$ cat src/design/yenc_pkg.sv
// ----------------------------------------------------------------------------
// yenc_pkg
// Shared types and constants of the yEnc byte encoder.
// ----------------------------------------------------------------------------
`timescale 1ns / 1ps
`default_nettype none

package yenc_pkg;

  localparam int          QueueDepth     = 4;
  localparam int          CfgAddrWidth   = 2;
  localparam int          ColWidth       = 9;
  localparam logic [7:0]  LineLenReset   = 8'd128;
  localparam logic [7:0]  EncOffset      = 8'd42;
  localparam logic [7:0]  EscOffset      = 8'd64;
  localparam logic [7:0]  ChNul          = 8'h00;
  localparam logic [7:0]  ChTab          = 8'h09;
  localparam logic [7:0]  ChLf           = 8'h0A;
  localparam logic [7:0]  ChCr           = 8'h0D;
  localparam logic [7:0]  ChDot          = 8'h2E;
  localparam logic [7:0]  ChEq           = 8'h3D;
  localparam logic [CfgAddrWidth-1:0] RegLineLength = '0;

  typedef struct packed {
    logic [7:0] data_byte;
    logic       last_byte;
  } in_t;

  typedef struct packed {
    logic [7:0] out_byte;
    logic       last_of_run;
    logic       end_of_part;
  } out_t;

  // classified item handed from front to back
  typedef struct packed {
    logic [7:0] char;
    logic       brk;
    logic       esc;
    logic       last;
  } cmd_t;

endpackage

`default_nettype wire

$ cat src/design/yenc_front.sv
// ----------------------------------------------------------------------------
// yenc_front
// Accepts raw bytes, tracks the line column and classifies each byte.
// ----------------------------------------------------------------------------
`timescale 1ns / 1ps
`default_nettype none

module yenc_front (
  input  wire logic           clk,
  input  wire logic           rst_n,
  input  wire logic [7:0]     line_len,
  input  wire logic           in_valid,
  output logic                in_ready,
  input  wire yenc_pkg::in_t  in_data,
  input  wire logic           q_full,
  output logic                push,
  output yenc_pkg::cmd_t      push_cmd
);

  logic [yenc_pkg::ColWidth-1:0] col_r, col_nxt, col_base;
  logic [7:0]                    enc;
  logic                          brk;
  logic                          esc;

  assign in_ready = !q_full;
  assign push     = in_valid && in_ready;

  always_comb begin
    brk      = col_r >= {1'b0, line_len};
    col_base = brk ? '0 : col_r;
    enc      = in_data.data_byte + yenc_pkg::EncOffset;
    esc      = (enc == yenc_pkg::ChNul) || (enc == yenc_pkg::ChTab) ||
               (enc == yenc_pkg::ChLf) || (enc == yenc_pkg::ChCr) ||
               (enc == yenc_pkg::ChEq) ||
               ((enc == yenc_pkg::ChDot) && (col_base == '0));
    push_cmd.char = esc ? enc + yenc_pkg::EscOffset : enc;
    push_cmd.brk  = brk;
    push_cmd.esc  = esc;
    push_cmd.last = in_data.last_byte;
    if (in_data.last_byte) begin
      col_nxt = '0;
    end else begin
      col_nxt = col_base + (esc ? yenc_pkg::ColWidth'(2) : yenc_pkg::ColWidth'(1));
    end
  end

  always_ff @(posedge clk) begin
    if (!rst_n) begin
      col_r <= '0;
    end else if (push) begin
      col_r <= col_nxt;
    end
  end

endmodule

`default_nettype wire

$ cat src/design/yenc_queue.sv
// ----------------------------------------------------------------------------
// yenc_queue
// Small fifo of classified bytes between front and back.
// ----------------------------------------------------------------------------
`timescale 1ns / 1ps
`default_nettype none

module yenc_queue #(
  parameter int DEPTH = yenc_pkg::QueueDepth
) (
  input  wire logic            clk,
  input  wire logic            rst_n,
  input  wire logic            push,
  input  wire yenc_pkg::cmd_t  push_cmd,
  input  wire logic            pop,
  output logic                 full,
  output logic                 head_valid,
  output yenc_pkg::cmd_t       head_cmd
);

  localparam int AW = (DEPTH > 1) ? $clog2(DEPTH) : 1;
  localparam int CW = $clog2(DEPTH + 1);

  yenc_pkg::cmd_t  mem_r [DEPTH];
  logic [AW-1:0]   wr_ptr_r, rd_ptr_r;
  logic [CW-1:0]   count_r;

  assign full       = count_r == CW'(DEPTH);
  assign head_valid = count_r != '0;
  assign head_cmd   = mem_r[rd_ptr_r];

  always_ff @(posedge clk) begin
    if (push) begin
      mem_r[wr_ptr_r] <= push_cmd;
    end
  end

  always_ff @(posedge clk) begin
    if (!rst_n) begin
      wr_ptr_r <= '0;
      rd_ptr_r <= '0;
      count_r  <= '0;
    end else begin
      if (push) begin
        wr_ptr_r <= (wr_ptr_r == AW'(DEPTH - 1)) ? '0 : wr_ptr_r + AW'(1);
      end
      if (pop) begin
        rd_ptr_r <= (rd_ptr_r == AW'(DEPTH - 1)) ? '0 : rd_ptr_r + AW'(1);
      end
      if (push && !pop) begin
        count_r <= count_r + CW'(1);
      end else if (pop && !push) begin
        count_r <= count_r - CW'(1);
      end
    end
  end

endmodule

`default_nettype wire

$ cat src/design/yenc_back.sv
// ----------------------------------------------------------------------------
// yenc_back
// Expands each classified byte into its text bytes, one per cycle while the output is not stalled.
// ----------------------------------------------------------------------------
`timescale 1ns / 1ps
`default_nettype none

module yenc_back (
  input  wire logic            clk,
  input  wire logic            rst_n,
  input  wire logic            head_valid,
  input  wire yenc_pkg::cmd_t  head_cmd,
  output logic                 pop,
  output logic                 out_valid,
  input  wire logic            out_ready,
  output yenc_pkg::out_t       out_data
);

  typedef enum logic [2:0] {
    PH_START,
    PH_CR,
    PH_LF,
    PH_EQ,
    PH_DATA,
    PH_TCR,
    PH_TLF
  } phase_t;

  phase_t          st_r, cur, nxt;
  logic            out_valid_r;
  yenc_pkg::out_t  out_r;
  yenc_pkg::out_t  res;
  logic            step;
  logic            done;

  always_comb begin
    if (st_r == PH_START) begin
      if (head_cmd.brk) begin
        cur = PH_CR;
      end else if (head_cmd.esc) begin
        cur = PH_EQ;
      end else begin
        cur = PH_DATA;
      end
    end else begin
      cur = st_r;
    end

    done = ((cur == PH_DATA) && !head_cmd.last) || (cur == PH_TLF);

    case (cur)
      PH_CR:   nxt = PH_LF;
      PH_LF:   nxt = head_cmd.esc ? PH_EQ : PH_DATA;
      PH_EQ:   nxt = PH_DATA;
      PH_DATA: nxt = PH_TCR;
      PH_TCR:  nxt = PH_TLF;
      default: nxt = PH_START;
    endcase

    case (cur)
      PH_CR, PH_TCR: res.out_byte = yenc_pkg::ChCr;
      PH_LF, PH_TLF: res.out_byte = yenc_pkg::ChLf;
      PH_EQ:         res.out_byte = yenc_pkg::ChEq;
      default:       res.out_byte = head_cmd.char;
    endcase
    res.last_of_run = done;
    res.end_of_part = cur == PH_TLF;

    // output register takes a new byte whenever a classified byte waits and the register is empty or drained
    step = head_valid && (!out_valid_r || out_ready);
    pop  = step && done;
  end

  assign out_valid = out_valid_r;
  assign out_data  = out_r;

  always_ff @(posedge clk) begin
    if (!rst_n) begin
      st_r        <= PH_START;
      out_valid_r <= 1'b0;
    end else begin
      if (step) begin
        st_r        <= done ? PH_START : nxt;
        out_valid_r <= 1'b1;
      end else if (out_ready) begin
        out_valid_r <= 1'b0;
      end
    end
    if (step) begin
      out_r <= res;
    end
  end

endmodule

`default_nettype wire

$ cat src/design/yenc_byte_encoder.sv
// ----------------------------------------------------------------------------
// yenc_byte_encoder
// yEnc data-line encoder: raw bytes in, encoded text bytes out.
// ----------------------------------------------------------------------------
// Usage:
//   in_valid/in_ready/in_data carry one raw byte per request, with last_byte
//   set on the final byte of a part. out_valid/out_ready/out_data carry one
//   text byte per request: encoded bytes, '=' escapes and CR LF breaks;
//   last_of_run marks the final byte produced by an input request and
//   end_of_part marks the closing LF of the part.
//   The APB port holds line_length at address 0 (reset 128); write it only
//   while the encoder is idle.
//   The queue and then the output register lie between the acceptance of
//   a request and its first text byte. The back end emits one text byte
//   per cycle while out_ready allows; a request yields 1 to 6 text bytes
//   (2 for an escape, +2 for a line break, +2 for the end of a part).
//   A queue of QUEUE_DEPTH classified requests lets input keep flowing
//   while output is busy or stalled. Reset clears the column, the queue
//   and out_valid. When out_ready is low the output byte holds; in_ready
//   drops once the queue is full.
// ----------------------------------------------------------------------------
`timescale 1ns / 1ps
`default_nettype none

module yenc_byte_encoder #(
  parameter int QUEUE_DEPTH = yenc_pkg::QueueDepth
) (
  input  wire logic                              clk,
  input  wire logic                              rst_n,
  input  wire logic                              psel,
  input  wire logic                              penable,
  input  wire logic                              pwrite,
  input  wire logic [yenc_pkg::CfgAddrWidth-1:0] paddr,
  input  wire logic [31:0]                       pwdata,
  output logic      [31:0]                       prdata,
  output logic                                   pready,
  input  wire logic                              in_valid,
  output logic                                   in_ready,
  input  wire yenc_pkg::in_t                     in_data,
  output logic                                   out_valid,
  input  wire logic                              out_ready,
  output yenc_pkg::out_t                         out_data
);

  logic [7:0]      line_len_r;
  logic            wr_en;
  logic            sel_line_len;
  logic            push, pop, q_full, head_valid;
  yenc_pkg::cmd_t  push_cmd, head_cmd;

  assign pready       = 1'b1;
  assign sel_line_len = paddr == yenc_pkg::RegLineLength;
  assign wr_en        = psel && penable && pwrite && pready && sel_line_len;
  assign prdata       = sel_line_len ? {24'd0, line_len_r} : 32'd0;

  always_ff @(posedge clk) begin
    if (!rst_n) begin
      line_len_r <= yenc_pkg::LineLenReset;
    end else if (wr_en) begin
      line_len_r <= pwdata[7:0];
    end
  end

  yenc_front u_front (
    .clk      (clk),
    .rst_n    (rst_n),
    .line_len (line_len_r),
    .in_valid (in_valid),
    .in_ready (in_ready),
    .in_data  (in_data),
    .q_full   (q_full),
    .push     (push),
    .push_cmd (push_cmd)
  );

  yenc_queue #(
    .DEPTH (QUEUE_DEPTH)
  ) u_queue (
    .clk        (clk),
    .rst_n      (rst_n),
    .push       (push),
    .push_cmd   (push_cmd),
    .pop        (pop),
    .full       (q_full),
    .head_valid (head_valid),
    .head_cmd   (head_cmd)
  );

  yenc_back u_back (
    .clk        (clk),
    .rst_n      (rst_n),
    .head_valid (head_valid),
    .head_cmd   (head_cmd),
    .pop        (pop),
    .out_valid  (out_valid),
    .out_ready  (out_ready),
    .out_data   (out_data)
  );

endmodule

`default_nettype wire
$ cat config.mk
export PLATFORM = sky130hd
export DESIGN_NAME = yenc_byte_encoder
export DESIGN_NICKNAME = d
export VERILOG_FILES = /design/src/design/yenc_pkg.sv /design/src/design/yenc_front.sv /design/src/design/yenc_queue.sv /design/src/design/yenc_back.sv /design/src/design/yenc_byte_encoder.sv
export SDC_FILE = /design/constraint.sdc
export NUM_CORES = 1
export LEC_CHECK = 0
export BUFFER_PORTS_ARGS = -buffer_cell sky130_fd_sc_hd__buf_4
export CAP_MARGIN = 20
export CORE_MARGIN = 3
export CORE_UTILIZATION = 27
export CTS_CLUSTER_SIZE = 30
export DETAILED_ROUTE_END_ITERATION = 7
export PLACE_DENSITY_LB_ADDON = 0.1
export SLEW_MARGIN = 0
export SYNTH_ARGS = -nofsm -noshare
export SYNTH_HDL_FRONTEND = slang
export SYNTH_SLANG_ARGS = --single-unit
$ cat constraint.sdc
create_clock -name clk -period 7.3 [get_ports clk]
set_input_delay 0.73 -clock clk [delete_from_list [all_inputs] [get_ports clk]]
set_output_delay 0.73 -clock clk [all_outputs]
set_load 0.01 [all_outputs]
Word-level counts from Yosys, hierarchy flattened
Memory sizes are Yosys's and may differ from the RTL's. A register that Yosys moved wholly into a read port is not among the register bits.
Index checks and enable logic that the tools add are counted.
{ "word_totals": {"regBits": 38, "latchBits": 0, "mem_bits_rw": 44, "romBits": 0, "inputBits": 50, "output_inout_bits": 45, "elab_cells": 85, "mem_count": 1} }
{ "mem_list": {"columns": ["memory", "depth", "word_bits", "rd", "rd_ports_with_merged_regs", "wr", "line_no", "source"], "rows": [
  ["u_queue.mem_r", 4, 11, 1, 1, 1, "yenc_queue.sv:24", "yenc_pkg::cmd_t mem_r [DEPTH];"]
]} }
{ "classes": {"n_addsub": 7, "multipliers": 0, "div_mod_pow": 0, "n_lt_le_gt_ge": 1, "n_eq_ne": 14, "shift": 0, "mux": 21, "bitwise_logic": 0, "reduce_logical": 31} }
{ "ops": {"columns": ["op", "count"], "rows": [
  ["equality test 8 x 4 -> 1 bit, second input constant", 3],
  ["case mux 8 bit (3 select lines)", 1],
  ["2-to-1 mux 3 bit", 6],
  ["2-to-1 mux 9 bit", 2],
  ["equality test 8 x 6 -> 1 bit, second input constant", 2],
  ["2-to-1 mux 8 bit", 2],
  ["case mux 3 bit (5 select lines)", 1],
  ["equality test 3 bit, second input constant", 4],
  ["logical AND 1 bit", 10],
  ["2-to-1 mux 2 bit", 5],
  ["adder 9 bit", 1],
  [">= comparator 9 x 8 -> 1 bit", 1],
  ["zero test 9 bit", 1],
  ["adder 8 x 6 -> 8 bit, second input constant", 1],
  ["adder 8 x 7 -> 8 bit, second input constant", 1],
  ["zero test 8 bit", 1],
  ["logical OR 1 bit", 7],
  ["equality test 3 x 2 -> 1 bit, second input constant", 2],
  ["zero test 1 bit", 5],
  ["adder 2 x 1 -> 2 bit, second input constant", 2],
  ["equality test 2 bit, second input constant", 2],
  ["2-to-1 mux 1 bit", 4],
  ["nonzero test 2 bit", 2],
  ["OR reduction 2 bit", 2],
  ["other kinds (6)", 6]
]} }

Depth between registers and ports, before layout
{ "logic_depth": {"depth_word": 10, "depth_mapped": 18, "mapped_depth_nobuf": 18} }

Cells and area by module
A second synthesis with hierarchy kept.
{ "unflattened": {"cells_unflattened": 377, "area_unflattened_um2": 4326.6} }
{ "modules_own_cells": {"columns": ["mod", "n_inst", "cells_per_inst", "area_per_inst_um2", "seq_area_each_um2"], "rows": [
  ["yenc_queue", 1, 101, 2048.2, 1501.4],
  ["yenc_front", 1, 136, 1022.2, 180.2],
  ["yenc_back", 1, 68, 665.6, 380.4],
  ["yenc_byte_encoder", 1, 72, 590.6, 160.2]
]} }

Worst setup path before layout
OpenSTA, ideal clock, no wires.
{ "synth_timing": {"path_kind": "input to register", "from": "input port in_data[2] (netlist name)", "to": "register u_front.col_r[4] (netlist name)", "setup_time_ps": 70, "arrival_ps": 3822, "required_ps": 7230, "path_slack_ps": 3408, "stages": 14, "n_path_buf": 0, "path_cell_list": "ha_1 -> o21ai_0 -> inv_1 -> o21ai_0 -> xor2_1 -> ha_1 -> o311a_1 -> and3_1 -> a221oi_2 -> ha_1 -> inv_1 -> fa_1 -> or4_1 -> a21boi_1"} }
{ "synth_via": {"elab_chain_cells": 10, "elab_cells_between_ends": 16, "classes_between": "add/sub (2); eq/ne (5); mux (2); reduce/logical (7)"} }
{ "synth_rtl": {"columns": ["item", "line_no", "source"], "rows": [
  ["start, declared", "yenc_byte_encoder.sv:39", "input wire yenc_pkg::in_t in_data,"],
  ["adder 8 x 6 -> 8 bit *", "yenc_front.sv:31", "enc = in_data.data_byte + yenc_pkg::EncOffset;"],
  ["equality test 8 x 4 -> 1 bit or zero test 8 bit (tied branches)", "yenc_front.sv:32", "esc = (enc == yenc_pkg::ChNul) || (enc == yenc_pkg::ChTab) ||"],
  ["logical OR 1 bit (2 in a row)", "yenc_front.sv:32", null],
  ["logical OR 1 bit (2 in a row)", "yenc_front.sv:33", "(enc == yenc_pkg::ChLf) || (enc == yenc_pkg::ChCr) ||"],
  ["logical OR 1 bit *", "yenc_front.sv:34", "(enc == yenc_pkg::ChEq) ||"],
  ["2-to-1 mux 2 bit *", "yenc_front.sv:43", "col_nxt = col_base + (esc ? yenc_pkg::ColWidth'(2) : yenc_pkg::ColWidth'(1));"],
  ["adder 9 bit *", "yenc_front.sv:43", null],
  ["2-to-1 mux 9 bit *", "yenc_front.sv:40", "if (in_data.last_byte) begin"],
  ["end signal, assigned", "yenc_front.sv:51", "col_r <= col_nxt;"],
  ["end, declared", "yenc_front.sv:20", "logic [yenc_pkg::ColWidth-1:0] col_r, col_nxt, col_base;"]
]} }
Mark *: on every way between the ends. The rest lies on a longest branch, timed or not.
A chain may end at the register's enable or synchronous reset.

==> flow_summary.json <==
{
  "wl_um": 8778,
  "drc_errors": 0,
  "setup_tns_ps": 0,
  "drt_iter0_markers": 215,
  "outcome": "completed",
  "pin_count": 95,
  "start_util_pct": 27.80,
  "die_w_um": 131.8,
  "insertion_delay_ps": 350,
  "p_comb_share_pct": 27.0,
  "synthCells": 377,
  "hold_viol_final": 0,
  "clk_path_buf_depth": 2,
  "cts_sinks": 84,
  "fin_total_pwr_uw": 1501,
  "timing.final.crit_share_pct": 57.59,
  "powerDensity_mw_per_mm2": 299.4,
  "rsz0062_at_grt": "false",
  "fill_cells": 1583,
  "gp_congestion": 0.7485,
  "yosys_warnings": 0,
  "die_height_um": 131.8,
  "cts_tree": "yes",
  "portBuffers": 45,
  "yosys-top-cells-area": "edfxtp_1, dfxtp_1, ha_1, mux4_2, buf_4",
  "crit_arrival_ps": 4480,
  "track_usage_pct": 10.67,
  "cts-root-buf": "clkbuf_16",
  "final_common_cell": "edfxtp_1",
  "area_growth_pct": 17.31,
  "fin_nets": 491,
  "synth_edf_count": 54,
  "antenna_cells": 0,
  "synth_top_area_share_pct": 37.95,
  "cp-end-kind": "register",
  "swShare_pct": 31.78,
  "holdPathStages": 2,
  "firstDrtPassIters": 4,
  "cap_viol_max_count": 0,
  "core_mm2": 0.01537,
  "finalCriticalPeriod_ps": 4204,
  "postSynth.asyncResetShare_pct": 0,
  "synth-seq-area-share_pct": 52.01,
  "via_per_inst": 4.375,
  "hold_path.class": "reg2reg",
  "wire_per_inst_um": 13.78,
  "reg2reg_depth": 14,
  "drive_above_1_share_pct": 18.54,
  "dpl.hpwl_um": 6227,
  "crit_type": "in2reg",
  "p_int_uw": 1024,
  "postCtsSetupBuffers": 0,
  "grt_overflow": 0,
  "tightest_slew_ps": 835.6,
  "grt_antenna_before_repair": 0,
  "p_leak_uw": 0.001939,
  "p_sw_uw": 476.9,
  "die_area_mm2": 0.01737,
  "utilization_pct": 32.61,
  "cts_max_level": 3,
  "cts_buffers": 9,
  "final_cell_mix": "edfxtp_1, buf_4, dfxtp_1",
  "grt_max_degree": 31,
  "yosysUniqueCellTypes": 55,
  "cts_resized": 0,
  "ir_drop_mv": 0.1149,
  "hold_buffers": 0,
  "grt_pass1_wl_um": 14590,
  "worstPathMaxFanout": 7,
  "netlist_area_mm2": 0.004273,
  "antenna_left": 0,
  "vias": 2787,
  "clkPwrFrac_pct": 28.6,
  "ys.flop_type": "edfxtp_1",
  "clkTransAtPathRegs_ps": 60,
  "max_freq_mhz": 237.9,
  "rows": 45,
  "avgSynthCellArea_um2": 11.33,
  "setup_viol": 0,
  "cp.required_ps": 7570,
  "pwr-share-seq_pct": 44.4,
  "slew_viol_final": 0,
  "grt_pass1_vias": 2854,
  "max_slew_margin_pct": 44.22,
  "worst_clock_skew_ps": 6.070,
  "cp-start-kind": "primary input",
  "ys_ff_latch": 84,
  "synth_top_cell_by_area": "edfxtp_1"
}
metal layers:
layer | track usage, % | vias up | share of wire, %
met2 | 17.82 | 51 | 49
met5 | 0 | - | 0
met1 | 13.03 | 1330 | 45
li1 | - | 1394 | -
met3 | 2.061 | 12 | 3.4
met4 | 5.834 | 0 | 2.2
through the flow:
stage                     setup WS (ps)  instances  cell area [µm²]  hold WS (ps)
after global routing               2690        637             5012         500.0
after floorplan                    3408        400             4359         441.2
after global placement             2688        621             4735         461.7
after CTS                          3028        637             5012         472.8
after detailed placement           2666        621             4735         463.0
final                              3096        637             5012         469.5
worst max-delay path: stages:
cell and delay [ps]:
buf_4 140, ha_1 250, o21ai_0 290, inv_1 70
o21ai_0 180, xor2_1 210, ha_1 200, o311a_1 180
or4b_1 470, a31oi_1 260, a221oi_2 140, inv_1 200
ha_1 250, a21o_1 180, nand2_1 140, nor2_1 80
and3_1 190, nand3b_1 150, a31oi_1 180
cells by family (layout without fill, tap and decap cells):
group,after synthesis,count (layout),synth area share [%]
simple gates,127,127,15.37
fa+ha+maj,20,20,6.208
buf+inv,59,85,7.496
flops,84,84,52.01
xor+xnor,10,10,2.050
mux,22,22,8.082
compound gates,53,53,8.610
other cells,2,25,0.1758
worst paths after layout:
path / from / endpoint / slack, ps
worst min register to register: u_front.col_r[8] / u_front.col_r[8] / 470
worst min-delay path: u_front.col_r[8] / u_front.col_r[8] / 470
worst max register to register: u_front.col_r[7] / u_front.col_r[6] / 3840
worst max-delay path: in_data[2] / u_front.col_r[7] / 3100
cell usage after synthesis, types with 2 or more instances:
cell type	instances
edfxtp_1	54
dfxtp_1	30
nand2_1	29
buf_4	26
nor2_1	25
inv_1	23
ha_1	18
a21oi_1	15
nor2b_1	15
nor3_1	14
mux2i_1	12
nand3_1	11
mux4_2	10
o21ai_0	10
clkbuf_1	8
and3_1	7
xor2_1	6
a21boi_0	5
a31oi_1	5
and2_1	4
xnor2_1	4
nand3b_1	3
nor3b_1	3
nor4_1	3
a22o_1	2
conb_1	2
fa_1	2
nand2b_1	2
o21bai_1	2
o32ai_1	2
power by group through the flow:
| stage | registers [µW] | clock network (µW) | logic (µW) |
|---|---|---|---|
| after global placement | 679 | 0 | 408 |
| final | 667 | 429 | 405 |
| after floorplan | 662 | 0 | 295 |
| after detailed placement | 679 | 0 | 412 |
| after CTS | 670 | 447 | 413 |
| after global routing | 682 | 463 | 460 |
final cells by class:
type                            instances  area, µm²  area share, %
Multi-Input combinational cell        257       1817          36.25
Tap cell                              211      264.0          5.267
Clock buffer                            9      225.2          4.493
Timing Repair Buffer                   46      345.3          6.890
Sequential cell                        84       2222          44.33
Clock inverter                          7      52.55          1.048
Inverter                               23      86.33          1.722
registers in the layout (all words and copies together), names as in the netlist, 2 cells and up, named ones only:
register / count
u_queue.mem_r: 44
u_queue.count_r: 3
u_front.col_r: 9
line_len_r: 8
u_queue.rd_ptr_r: 2
u_back.st_r: 3
u_back.out_data: 10
u_queue.wr_ptr_r: 2
(Power assumes the default switching activity.)
